===== src/hdl/gf256_mul_inv_order_unit_macros.svh =====
// Assertion macros for the asserting top file of the GF(2^8) unit.
`ifndef GF256_MUL_INV_ORDER_UNIT_MACROS_SVH
`define GF256_MUL_INV_ORDER_UNIT_MACROS_SVH

// Same-cycle implication, checked outside reset.
`define GFMIO_ASSERT_NOW(label, clk, rst_n, ante, cons, msg) \
    label: assert property (@(posedge clk) disable iff (!rst_n) (ante) |-> (cons)) \
        else $error(msg);

// Next-cycle implication, checked outside reset.
`define GFMIO_ASSERT_NEXT(label, clk, rst_n, ante, cons, msg) \
    label: assert property (@(posedge clk) disable iff (!rst_n) (ante) |=> (cons)) \
        else $error(msg);

`endif


===== src/hdl/gfmio_pkg.sv =====
package gfmio_pkg;

    // Operation codes carried in the kind field
    localparam logic [1:0] KIND_MUL = 2'd0;
    localparam logic [1:0] KIND_INV = 2'd1;
    localparam logic [1:0] KIND_ORD = 2'd2;

    // Field constants: reduction term, top bit, unity
    localparam logic [7:0] FIELD_REDUCE = 8'h1b;
    localparam logic [7:0] FIELD_TOP    = 8'h80;
    localparam logic [7:0] FIELD_ONE    = 8'h01;

    // Last squaring round of the inverse chain (seven rounds)
    localparam logic [2:0] INV_LAST  = 3'd6;
    // Largest possible order count
    localparam logic [7:0] COUNT_MAX = 8'hff;

    typedef enum logic [2:0] {
        ST_IDLE,
        ST_DECODE,
        ST_MUL,
        ST_INV_SQ,
        ST_INV_ACC,
        ST_ORD,
        ST_FIN
    } t_state;

    // Operand selection and destination of the shared multiplier
    typedef enum logic [2:0] {
        MOP_NONE,
        MOP_PROD,
        MOP_SQ,
        MOP_ACC,
        MOP_ORD
    } t_mul_op;

    typedef struct packed {
        logic    load;
        t_mul_op op;
        logic    store;
    } t_dp_cmd;

    typedef struct packed {
        logic [1:0] kind;
        logic       a_zero;
        logic       run_one;
        logic       count_full;
    } t_dp_status;

endpackage


===== src/hdl/gfmio_dp.sv =====
module gfmio_dp (
    input  logic                  i_clk,
    input  logic                  i_rst_n,
    input  gfmio_pkg::t_dp_cmd    i_cmd,
    output gfmio_pkg::t_dp_status o_status,
    input  logic [1:0]            i_kind,
    input  logic [7:0]            i_operand_a,
    input  logic [7:0]            i_operand_b,
    output logic [7:0]            o_result_byte,
    output logic [7:0]            o_element_order,
    output logic                  o_order_undefined
);

    // Shift-and-add field product, most significant bit of p first
    function automatic logic [7:0] gf_mul(input logic [7:0] p, input logic [7:0] q);
        logic [7:0] acc;
        acc = 8'h00;
        for (int i = 7; i >= 0; i--) begin
            if ((acc & gfmio_pkg::FIELD_TOP) != 8'h00) begin
                acc = {acc[6:0], 1'b0} ^ gfmio_pkg::FIELD_REDUCE;
            end else begin
                acc = {acc[6:0], 1'b0};
            end
            if (p[i]) begin
                acc = acc ^ q;
            end
        end
        return acc;
    endfunction

    logic [1:0] r_kind;
    logic [7:0] r_a;
    logic [7:0] r_b;
    logic [7:0] r_acc;
    logic [7:0] r_sq;
    logic [7:0] r_run;
    logic [7:0] r_count;
    logic [7:0] r_res;
    logic [7:0] r_ord;
    logic       r_undef;

    logic [7:0] mul_x;
    logic [7:0] mul_y;
    logic [7:0] mul_p;

    // Select the operands of the shared multiplier
    always_comb begin
        mul_x = r_acc;
        mul_y = r_sq;
        unique case (i_cmd.op)
            gfmio_pkg::MOP_PROD: begin
                mul_x = r_a;
                mul_y = r_b;
            end
            gfmio_pkg::MOP_SQ: begin
                mul_x = r_sq;
                mul_y = r_sq;
            end
            gfmio_pkg::MOP_ACC: begin
                mul_x = r_acc;
                mul_y = r_sq;
            end
            gfmio_pkg::MOP_ORD: begin
                mul_x = r_run;
                mul_y = r_a;
            end
            default: begin
                mul_x = r_acc;
                mul_y = r_sq;
            end
        endcase
    end

    assign mul_p = gf_mul(mul_x, mul_y);

    // Capture operands, then advance the working registers
    always_ff @(posedge i_clk) begin
        if (i_cmd.load) begin
            r_kind  <= i_kind;
            r_a     <= i_operand_a;
            r_b     <= i_operand_b;
            r_acc   <= gfmio_pkg::FIELD_ONE;
            r_sq    <= i_operand_a;
            r_run   <= i_operand_a;
            r_count <= 8'd1;
        end else begin
            case (i_cmd.op)
                gfmio_pkg::MOP_PROD: r_acc <= mul_p;
                gfmio_pkg::MOP_SQ:   r_sq  <= mul_p;
                gfmio_pkg::MOP_ACC:  r_acc <= mul_p;
                gfmio_pkg::MOP_ORD: begin
                    r_run   <= mul_p;
                    r_count <= r_count + 8'd1;
                end
                default: ;
            endcase
        end
    end

    // Output register: fill from the finished operation
    always_ff @(posedge i_clk) begin
        if (i_cmd.store) begin
            case (r_kind) inside
                gfmio_pkg::KIND_MUL, gfmio_pkg::KIND_INV: begin
                    r_res   <= r_acc;
                    r_ord   <= 8'd0;
                    r_undef <= 1'b0;
                end
                gfmio_pkg::KIND_ORD: begin
                    r_res   <= 8'd0;
                    r_ord   <= (r_a == 8'd0) ? 8'd0 : r_count;
                    r_undef <= (r_a == 8'd0);
                end
                default: begin
                    r_res   <= 8'd0;
                    r_ord   <= 8'd0;
                    r_undef <= 1'b0;
                end
            endcase
        end
    end

    assign o_status.kind       = r_kind;
    assign o_status.a_zero     = (r_a == 8'd0);
    assign o_status.run_one    = (r_run == gfmio_pkg::FIELD_ONE);
    assign o_status.count_full = (r_count == gfmio_pkg::COUNT_MAX);

    assign o_result_byte     = r_res;
    assign o_element_order   = r_ord;
    assign o_order_undefined = r_undef;

    // Reset reaches only the control side
    logic unused_rst;
    assign unused_rst = i_rst_n;

endmodule


===== src/hdl/gfmio_ctrl.sv =====
module gfmio_ctrl (
    input  logic                  i_clk,
    input  logic                  i_rst_n,
    input  logic                  i_in_valid,
    output logic                  o_in_ready,
    output logic                  o_out_valid,
    input  logic                  i_out_ready,
    output gfmio_pkg::t_dp_cmd    o_cmd,
    input  gfmio_pkg::t_dp_status i_status
);

    gfmio_pkg::t_state r_state;
    gfmio_pkg::t_state n_state;
    logic [2:0]        r_iter;
    logic [2:0]        n_iter;
    logic              r_out_valid;
    logic              n_out_valid;

    // State, round counter and output valid
    always_ff @(posedge i_clk) begin
        if (!i_rst_n) begin
            r_state     <= gfmio_pkg::ST_IDLE;
            r_iter      <= 3'd0;
            r_out_valid <= 1'b0;
        end else begin
            r_state     <= n_state;
            r_iter      <= n_iter;
            r_out_valid <= n_out_valid;
        end
    end

    // Next state and datapath commands
    always_comb begin
        n_state     = r_state;
        n_iter      = r_iter;
        o_in_ready  = 1'b0;
        o_cmd.load  = 1'b0;
        o_cmd.op    = gfmio_pkg::MOP_NONE;
        o_cmd.store = 1'b0;
        unique case (r_state)
            gfmio_pkg::ST_IDLE: begin
                o_in_ready = 1'b1;
                if (i_in_valid) begin
                    o_cmd.load = 1'b1;
                    n_state    = gfmio_pkg::ST_DECODE;
                end
            end
            gfmio_pkg::ST_DECODE: begin
                n_iter = 3'd0;
                unique case (i_status.kind)
                    gfmio_pkg::KIND_MUL: n_state = gfmio_pkg::ST_MUL;
                    gfmio_pkg::KIND_INV: n_state = gfmio_pkg::ST_INV_SQ;
                    gfmio_pkg::KIND_ORD: begin
                        n_state = i_status.a_zero ? gfmio_pkg::ST_FIN : gfmio_pkg::ST_ORD;
                    end
                    default: n_state = gfmio_pkg::ST_FIN;
                endcase
            end
            gfmio_pkg::ST_MUL: begin
                o_cmd.op = gfmio_pkg::MOP_PROD;
                n_state  = gfmio_pkg::ST_FIN;
            end
            gfmio_pkg::ST_INV_SQ: begin
                o_cmd.op = gfmio_pkg::MOP_SQ;
                n_state  = gfmio_pkg::ST_INV_ACC;
            end
            gfmio_pkg::ST_INV_ACC: begin
                o_cmd.op = gfmio_pkg::MOP_ACC;
                if (r_iter == gfmio_pkg::INV_LAST) begin
                    n_state = gfmio_pkg::ST_FIN;
                end else begin
                    n_iter  = r_iter + 3'd1;
                    n_state = gfmio_pkg::ST_INV_SQ;
                end
            end
            gfmio_pkg::ST_ORD: begin
                if (i_status.run_one || i_status.count_full) begin
                    n_state = gfmio_pkg::ST_FIN;
                end else begin
                    o_cmd.op = gfmio_pkg::MOP_ORD;
                end
            end
            gfmio_pkg::ST_FIN: begin
                // Hold until the output register is free or being emptied
                if (!r_out_valid || i_out_ready) begin
                    o_cmd.store = 1'b1;
                    n_state     = gfmio_pkg::ST_IDLE;
                end
            end
            default: n_state = gfmio_pkg::ST_IDLE;
        endcase
    end

    // Output register occupancy
    always_comb begin
        if (o_cmd.store) begin
            n_out_valid = 1'b1;
        end else if (r_out_valid && i_out_ready) begin
            n_out_valid = 1'b0;
        end else begin
            n_out_valid = r_out_valid;
        end
    end

    assign o_out_valid = r_out_valid;

endmodule


===== src/hdl/gf256_mul_inv_order_unit.sv =====
// GF(2^8) arithmetic unit over the AES field (polynomial 0x11b). One input
// transaction gives one output transaction. Work runs on a single shared field
// multiplier, one product per cycle, one operation at a time; the output register
// lets a new transaction be taken while the previous result waits. From input
// acceptance to the result entering the output register, every kind passes a
// decode state and a finish state; multiply adds one product state, inverse seven
// square and accumulate rounds, and order the repeated multiply-by-operand loop.
// Order of zero and unused kind 3 go straight from decode to finish. The next
// input is accepted only once the controller is back in idle.
`include "gf256_mul_inv_order_unit_macros.svh"

module gf256_mul_inv_order_unit (
    input  logic        i_clk,
    input  logic        i_rst_n,
    input  logic        i_s_axis_tvalid,
    output logic        o_s_axis_tready,
    // [1:0] kind, [9:2] operand_a, [17:10] operand_b, [23:18] zero
    input  logic [23:0] i_s_axis_tdata,
    output logic        o_m_axis_tvalid,
    input  logic        i_m_axis_tready,
    // [7:0] result_byte, [15:8] element_order, [16] order_undefined, [23:17] zero
    output logic [23:0] o_m_axis_tdata
);

    gfmio_pkg::t_dp_cmd    cmd;
    gfmio_pkg::t_dp_status status;
    logic [7:0]            result_byte;
    logic [7:0]            element_order;
    logic                  order_undefined;
    logic [5:0]            unused_pad;

    assign unused_pad = i_s_axis_tdata[23:18];

    gfmio_ctrl u_ctrl (
        .i_clk       (i_clk),
        .i_rst_n     (i_rst_n),
        .i_in_valid  (i_s_axis_tvalid),
        .o_in_ready  (o_s_axis_tready),
        .o_out_valid (o_m_axis_tvalid),
        .i_out_ready (i_m_axis_tready),
        .o_cmd       (cmd),
        .i_status    (status)
    );

    gfmio_dp u_dp (
        .i_clk             (i_clk),
        .i_rst_n           (i_rst_n),
        .i_cmd             (cmd),
        .o_status          (status),
        .i_kind            (i_s_axis_tdata[1:0]),
        .i_operand_a       (i_s_axis_tdata[9:2]),
        .i_operand_b       (i_s_axis_tdata[17:10]),
        .o_result_byte     (result_byte),
        .o_element_order   (element_order),
        .o_order_undefined (order_undefined)
    );

    assign o_m_axis_tdata = {7'd0, order_undefined, element_order, result_byte};

    // One transaction at a time: no acceptance right after one
    `GFMIO_ASSERT_NEXT(a_single_item, i_clk, i_rst_n, i_s_axis_tvalid && o_s_axis_tready, !o_s_axis_tready, "input accepted twice in a row")
    // An undefined order carries no order and no byte
    `GFMIO_ASSERT_NOW(a_undef_clean, i_clk, i_rst_n, o_m_axis_tvalid && order_undefined, element_order == 8'd0 && result_byte == 8'd0, "undefined order with nonzero fields")
    // An order result carries a zero byte
    `GFMIO_ASSERT_NOW(a_order_byte, i_clk, i_rst_n, o_m_axis_tvalid && element_order != 8'd0, result_byte == 8'd0 && !order_undefined, "order result with stray fields")

endmodule

===== config.mk =====
export PLATFORM = sky130hd
export DESIGN_NAME = gf256_mul_inv_order_unit
export DESIGN_NICKNAME = d
export VERILOG_FILES = /design/src/hdl/gfmio_pkg.sv /design/src/hdl/gfmio_dp.sv /design/src/hdl/gfmio_ctrl.sv /design/src/hdl/gf256_mul_inv_order_unit.sv
export VERILOG_INCLUDE_DIRS = /design/src /design/src/hdl
export SDC_FILE = /design/constraint.sdc
export NUM_CORES = 1
export LEC_CHECK = 0
export BUFFER_PORTS_ARGS = -buffer_cell sky130_fd_sc_hd__clkbuf_2
export CAP_MARGIN = 25
export CORE_MARGIN = 4
export CORE_UTILIZATION = 54
export CTS_CLUSTER_SIZE = 40
export DETAILED_ROUTE_END_ITERATION = 6
export GPL_TIMING_DRIVEN = 0
export PLACE_DENSITY_LB_ADDON = 0.05
export SYNTH_ARGS = -nofsm -noshare
export SYNTH_HDL_FRONTEND = slang
export SYNTH_SLANG_ARGS = --single-unit

===== constraint.sdc =====
create_clock -name i_clk -period 4.35 [get_ports i_clk]
set_clock_uncertainty 0.15 [all_clocks]
set_input_delay 0.6525 -clock i_clk [delete_from_list [all_inputs] [get_ports i_clk]]
set_output_delay 0.6525 -clock i_clk [all_outputs]
set_load 0.03 [all_outputs]

== Word level (Yosys, flattened, before mapping) ==
Index checks and enable logic that the tools add are counted.
W data, S select, Z words.
Word-level totals
  register bits after elaboration: 74
Operators by class
  reductions and logical operators: 17
  eq/ne operators: 19
  add/subtract/negate cells: 2
  bitwise gates (word level): 15
  multiplexer cells: 39
Operator list (count)
  $mux W8: 12
  $xor A8 B8 Y8: 7
  $mux W5: 7
  $not A4 Y4: 7
  $pmux W8 S3: 1
  $pmux W3 S7: 1
  $mux W3: 6
  $pmux W8 S2: 1
  $eq A3 B3 Y1 const B: 5
  $eq A3 B2 Y1 const B: 4
  $pmux W3 S4: 1
  $pmux W3 S3: 1
  $add A8 B1 Y8 const B: 1
  $eq A8 B1 Y1 const B: 1
  $eq A8 B8 Y1 const B: 1
  $logic_not A8 Y1: 1
  $reduce_bool A2 Y1: 4
  $mux W1: 7
  $eq A3 B1 Y1 const B: 2
  $pmux W3 S2: 1
  $ne A2 B1 Y1 const B: 2
  $ne A2 B2 Y1 const B: 2
  $reduce_or A2 Y1: 2
  $reduce_or A4 Y1: 1
  other kinds (13): 14

== Depth between registers and ports, before layout ==
  depth in word-level cells: 37
  gate-level depth with buffers: 14
  gate-level depth less buffers: 11

== Modules after synthesis ==
A second synthesis with hierarchy kept.
Unflattened totals
  cell total of the unflattened synthesis: 471
  area total of the unflattened synthesis: 4733.3 um^2
By module, submodules not included
  gfmio_dp: times used 1, seq. area each 1851.8 um^2, cells an instance 395, area each 4145.2 um^2
  gfmio_ctrl: times used 1, seq. area each 140.1 um^2, cells an instance 67, area each 524.3 um^2
  gf256_mul_inv_order_unit: times used 1, seq. area each 0.0 um^2, cells an instance 9, area each 63.8 um^2

== Worst setup path before layout ==
Ideal clock, no wire load.
  path type: flip-flop to flip-flop
  start point: reg u_dp.r_run[1]
  end point: reg u_dp.r_run[5] (data pin)
  data arrival time: 3.052 ns
  slack: 0.991 ns
  buffers on the path: 2
  cell stages (with the launch flop): 13
  required time: 4.043 ns
  cell sequence: edfxtp_1 nor4b_2 and2_1 buf_2 o32ai_2 or2_1 buf_6 nor2_1 xnor3_2 xnor2_2 xnor2_1 xnor3_1 a21oi_1
Between the ends
  cells in the longest elaborated chain, start to end: 31
  elaborated cells between the ends (all ways): 37
  classes of those cells: eq/ne (4); mux (20); bitwise (12); reduce/logical (1)
Ends and longest elaborated chain
  start: declaration: line gfmio_dp.sv:36  | logic [7:0] r_run;
  start signal: assignment: line gfmio_dp.sv:84  | r_run <= i_operand_a;
  start signal: assignment: line gfmio_dp.sv:92  | r_run <= mul_p;
  $eq A8 B1 Y1: line gfmio_dp.sv:125  | assign o_status.run_one = (r_run == gfmio_pkg::FIELD_ONE);
  $logic_or A1 B1 Y1: line gfmio_ctrl.sv:77  | if (i_status.run_one || i_status.count_full) begin
  $mux W3: line gfmio_ctrl.sv:77
  $pmux W3 S4: line gfmio_ctrl.sv:40  | unique case (r_state)
  $eq A3 B3 Y1 (tied with other cells): line gfmio_dp.sv:50  | unique case (i_cmd.op)
  $pmux W8 S3 or $pmux W8 S2 (tied branches): line gfmio_dp.sv:50
  $mux W8: line gfmio_dp.sv:24  | if (p[i]) begin
  $xor A8 B8 Y8: line gfmio_dp.sv:25  | acc = acc ^ q;
  (+15 left out)
  $not A4 Y4 (no line)
  $mux W5: line gfmio_dp.sv:19  | if ((acc & gfmio_pkg::FIELD_TOP) != 8'h00) begin
  $xor A8 B8 Y8: line gfmio_dp.sv:25
  $mux W8: line gfmio_dp.sv:24
  $xor A8 B8 Y8: line gfmio_dp.sv:25
  $mux W8 *: line gfmio_dp.sv:24
  $mux W8 *: line gfmio_dp.sv:87  | case (i_cmd.op)
  $mux W8 *: line gfmio_dp.sv:78  | if (i_cmd.load) begin
Every way passes the cells marked *; elsewhere a longest branch is shown, timed or not. The select of a mux whose other input is x is not followed.
A chain may end at the register's enable or synchronous reset.

== Worst setup path in the final report ==
  start point: reg u_dp.r_count[0]
  end point: reg u_dp.r_sq[6] (data pin)
Between the ends
  cells in the longest elaborated chain, start to end: 31
  elaborated cells between the ends (all ways): 35
  classes of those cells: eq/ne (4); mux (19); bitwise (11); reduce/logical (1)
Ends and longest elaborated chain
  start: declaration: line gfmio_dp.sv:37  | logic [7:0] r_count;
  start signal: assignment: line gfmio_dp.sv:93  | r_count <= r_count + 8'd1;
  $eq A8 B8 Y1 *: line gfmio_dp.sv:126  | assign o_status.count_full = (r_count == gfmio_pkg::COUNT_MAX);
  $logic_or A1 B1 Y1 *: line gfmio_ctrl.sv:77
  $mux W3 *: line gfmio_ctrl.sv:77
  $pmux W3 S4 *: line gfmio_ctrl.sv:40
  $eq A3 B3 Y1 (tied with other cells): line gfmio_dp.sv:50
  $pmux W8 S3 or $pmux W8 S2 (tied branches): line gfmio_dp.sv:50
  $mux W8: line gfmio_dp.sv:24
  $mux W5: line gfmio_dp.sv:19
  (+15 left out)
  $xor A8 B8 Y8: line gfmio_dp.sv:25
  $mux W8: line gfmio_dp.sv:24
  $xor A8 B8 Y8: line gfmio_dp.sv:25
  $mux W8: line gfmio_dp.sv:24
  $xor A8 B8 Y8: line gfmio_dp.sv:25
  $mux W8 *: line gfmio_dp.sv:24
  $mux W8 *: line gfmio_dp.sv:87
  $mux W8 *: line gfmio_dp.sv:78
  end signal: assignment: line gfmio_dp.sv:83  | r_sq <= i_operand_a;
  end signal: assignment: line gfmio_dp.sv:89  | gfmio_pkg::MOP_SQ: r_sq <= mul_p;
  end: declaration: line gfmio_dp.sv:35  | logic [7:0] r_sq;
Marks and branches as above.

==> out/results.ini <==
[status]
status=finished clean

[final_layout]
syn2layout_area_growth_pct=12.7
layout_commonest_cell=nor2_1
fillers=708
design_area_sq_um=5220
multi_input_area_sq_um=2460
fin_nets=538
seqCellArea_sq_um=1990
drive_above_1_share=0.205
antenna-diode-count=0
most-common-layout-cells=76 x nor2_1, 51 x edfxtp_1, 43 x xnor2_1, 40 x clkbuf_2, 31 x nand2_1

[worst_setup_path]
path_class=reg2reg
critPathArrivalTime_ns=3.96
cp-start-kind=flip-flop
crit_path_max_fanout=9
end_kind=flip-flop
required_ns=4.28

[timing]
finalHoldViolCount=0
grt_setup_unrepaired=false
fin_setup_tns_ns=0
setup-violations-final=0
slew_viol_final=0
max_freq_mhz=248
fin_crit_ns=4.03
worst_slew_margin_rel=0.364
worstMarginPinSlew_ns=0.953
post-route-period-util=0.926

[synth]
synth_edf_count=51
yosys_warnings=0
synthCells=448
syn_area_sq_um=4630
synth_area_per_cell_sq_um=10.3
seq_area_frac_synth=0.430
async_flop_share=0
ys_types=72
synth_top_flop_cell=edfxtp_1
ys_seq_elements=74

[routing]
dr.pass1.iters=5
drtIter0Drc=185
avgRoutedWirePerCell_um=17.7
drc=0
num_vias=3494
postRouteWirelength_um=10900
postRouteAntennaNets=0
vias_per_cell=5.66

[global_route]
antenna_found_initial=0
grt_max_degree=18
grt-ovfl-total=0
grtUsageTotal=0.227
grt_pass1_vias=3259
grt_pass1_wl_um=17600

[clock_network]
cts_tree=done
h-tree-depth=3
post_cts_resized=0
clkTransAtPathRegs_ns=0.08
numCtsBuffers=9
clk_latency_ns=0.35
cts_setup_buffers=0
clockBufferDepth=2
hold_buffers=0
cts_root_buffer=clkbuf_8
cts.sinks=74

[min_path]
min_path_type=in2reg

[placed_design]
dpl_cell_area_sq_um=5010
gp_congestion=0.894
portBuffers=40
dp_hpwl_um=8180

[floorplan]
die_height_um=101
initial_core_util=0.558
rows=33
boundaryPins=54
core_area_sq_um=8300
dieArea_sq_um=10100
die_w_um=101

[run]
max_cap_viol_count=0

[final timing paths]
kind                           start  slack, ns              end  cells after the start
setup / recovery     u_dp.r_count[0]       0.32     u_dp.r_sq[6]                     11
hold / removal    i_s_axis_tdata[13]       0.33      u_dp.r_b[3]                      1
setup reg to reg     u_dp.r_count[0]       0.32     u_dp.r_sq[6]                     11
hold reg to reg      u_dp.r_count[7]       0.35  u_dp.r_count[7]                      2
[critical path: stages, from the launching register on]
cell and delay [ns]:
dfxtp_1 0.40, ha_1 0.25, nand3_1 0.17, o211ai_4 0.33
o21ai_1 0.26, o221ai_1 0.82, nor2_1 0.11, xor2_1 0.21
xnor2_1 0.20, xnor3_1 0.27, xnor2_1 0.40, o21ai_0 0.17
[per-layer routing]
layer | global-route usage | vias up | share of wire
met5 | 0 | - | 0
li1 | - | 1688 | -
met3 | 0.0464 | 13 | 0.058
met2 | 0.345 | 114 | 0.46
met4 | 0.0622 | 0 | 0.013
met1 | 0.329 | 1679 | 0.47
[per-stage QoR]
stage          setup slack [ns]  hold slack [ns]  cells   util
5_1_grt                   0.106            0.297    617  0.629
2_1_floorplan             0.991            0.289    454      -
4_1_cts                   0.385            0.309    617  0.629
3_3_place_gp              0.507            0.327    599  0.601
6_report                  0.320            0.326    617  0.629
3_5_place_dp              0.416            0.343    601  0.604
[cell usage after synthesis, types with 6 or more instances]
cell type  count  area share
and2_1        10       0.014
nor2b_1       10       0.014
edfxtp_1      51        0.33
dfxtp_1       23       0.099
a21oi_1       17       0.018
inv_1          6      0.0049
buf_2          6      0.0065
o21ai_0       19       0.021
o21ai_1        7      0.0076
nand2_1       31       0.025
xnor3_1        9       0.044
nand2b_1       8       0.011
xor2_1        11       0.021
xnor2_1       43       0.081
clkbuf_1       6      0.0049
buf_4          9       0.015
nor2_1        76       0.062
mux2i_1       10       0.022
[area by class of cell]
| cell class | count | area share |
|---|---|---|
| plain buffers | 27 | 0.0352 |
| clock buffers | 11 | 0.0290 |
| well taps | 105 | 0.0252 |
| flip-flops and latches | 74 | 0.382 |
| inverters | 7 | 0.00503 |
| clock inverters | 5 | 0.0113 |
| multi-input cells | 346 | 0.471 |
| repair buffers | 42 | 0.0422 |
[flip-flops by register name, summed over array words and instances (netlist names), 2 cells and up]
signal                count
u_dp.o_element_order      8
u_dp.o_result_byte        8
u_dp.r_a                  8
u_dp.r_acc                8
u_dp.r_b                  8
u_dp.r_count              8
u_dp.r_run                8
u_dp.r_sq                 8
u_ctrl.r_iter             3
u_ctrl.r_state            3
u_dp.r_kind               2
[kinds of logic (layout without fill, tap and decap cells)]
kind of cell	count (synthesis)	in the layout	share of synthesized area
adder cells (fa/ha/maj)	3	3	0.00810
AND/OR/NAND/NOR	167	167	0.177
flip-flops	74	74	0.430
other	1	7	0.000809
buffers and inverters	34	92	0.0454
AO/OA/AOI/OAI	89	89	0.146
multiplexers	13	13	0.0289
XOR/XNOR	67	67	0.163
Power is left out: the tool's default activity adds up to more than one toggle a clock period on the data nets, which glitch-free logic cannot reach.
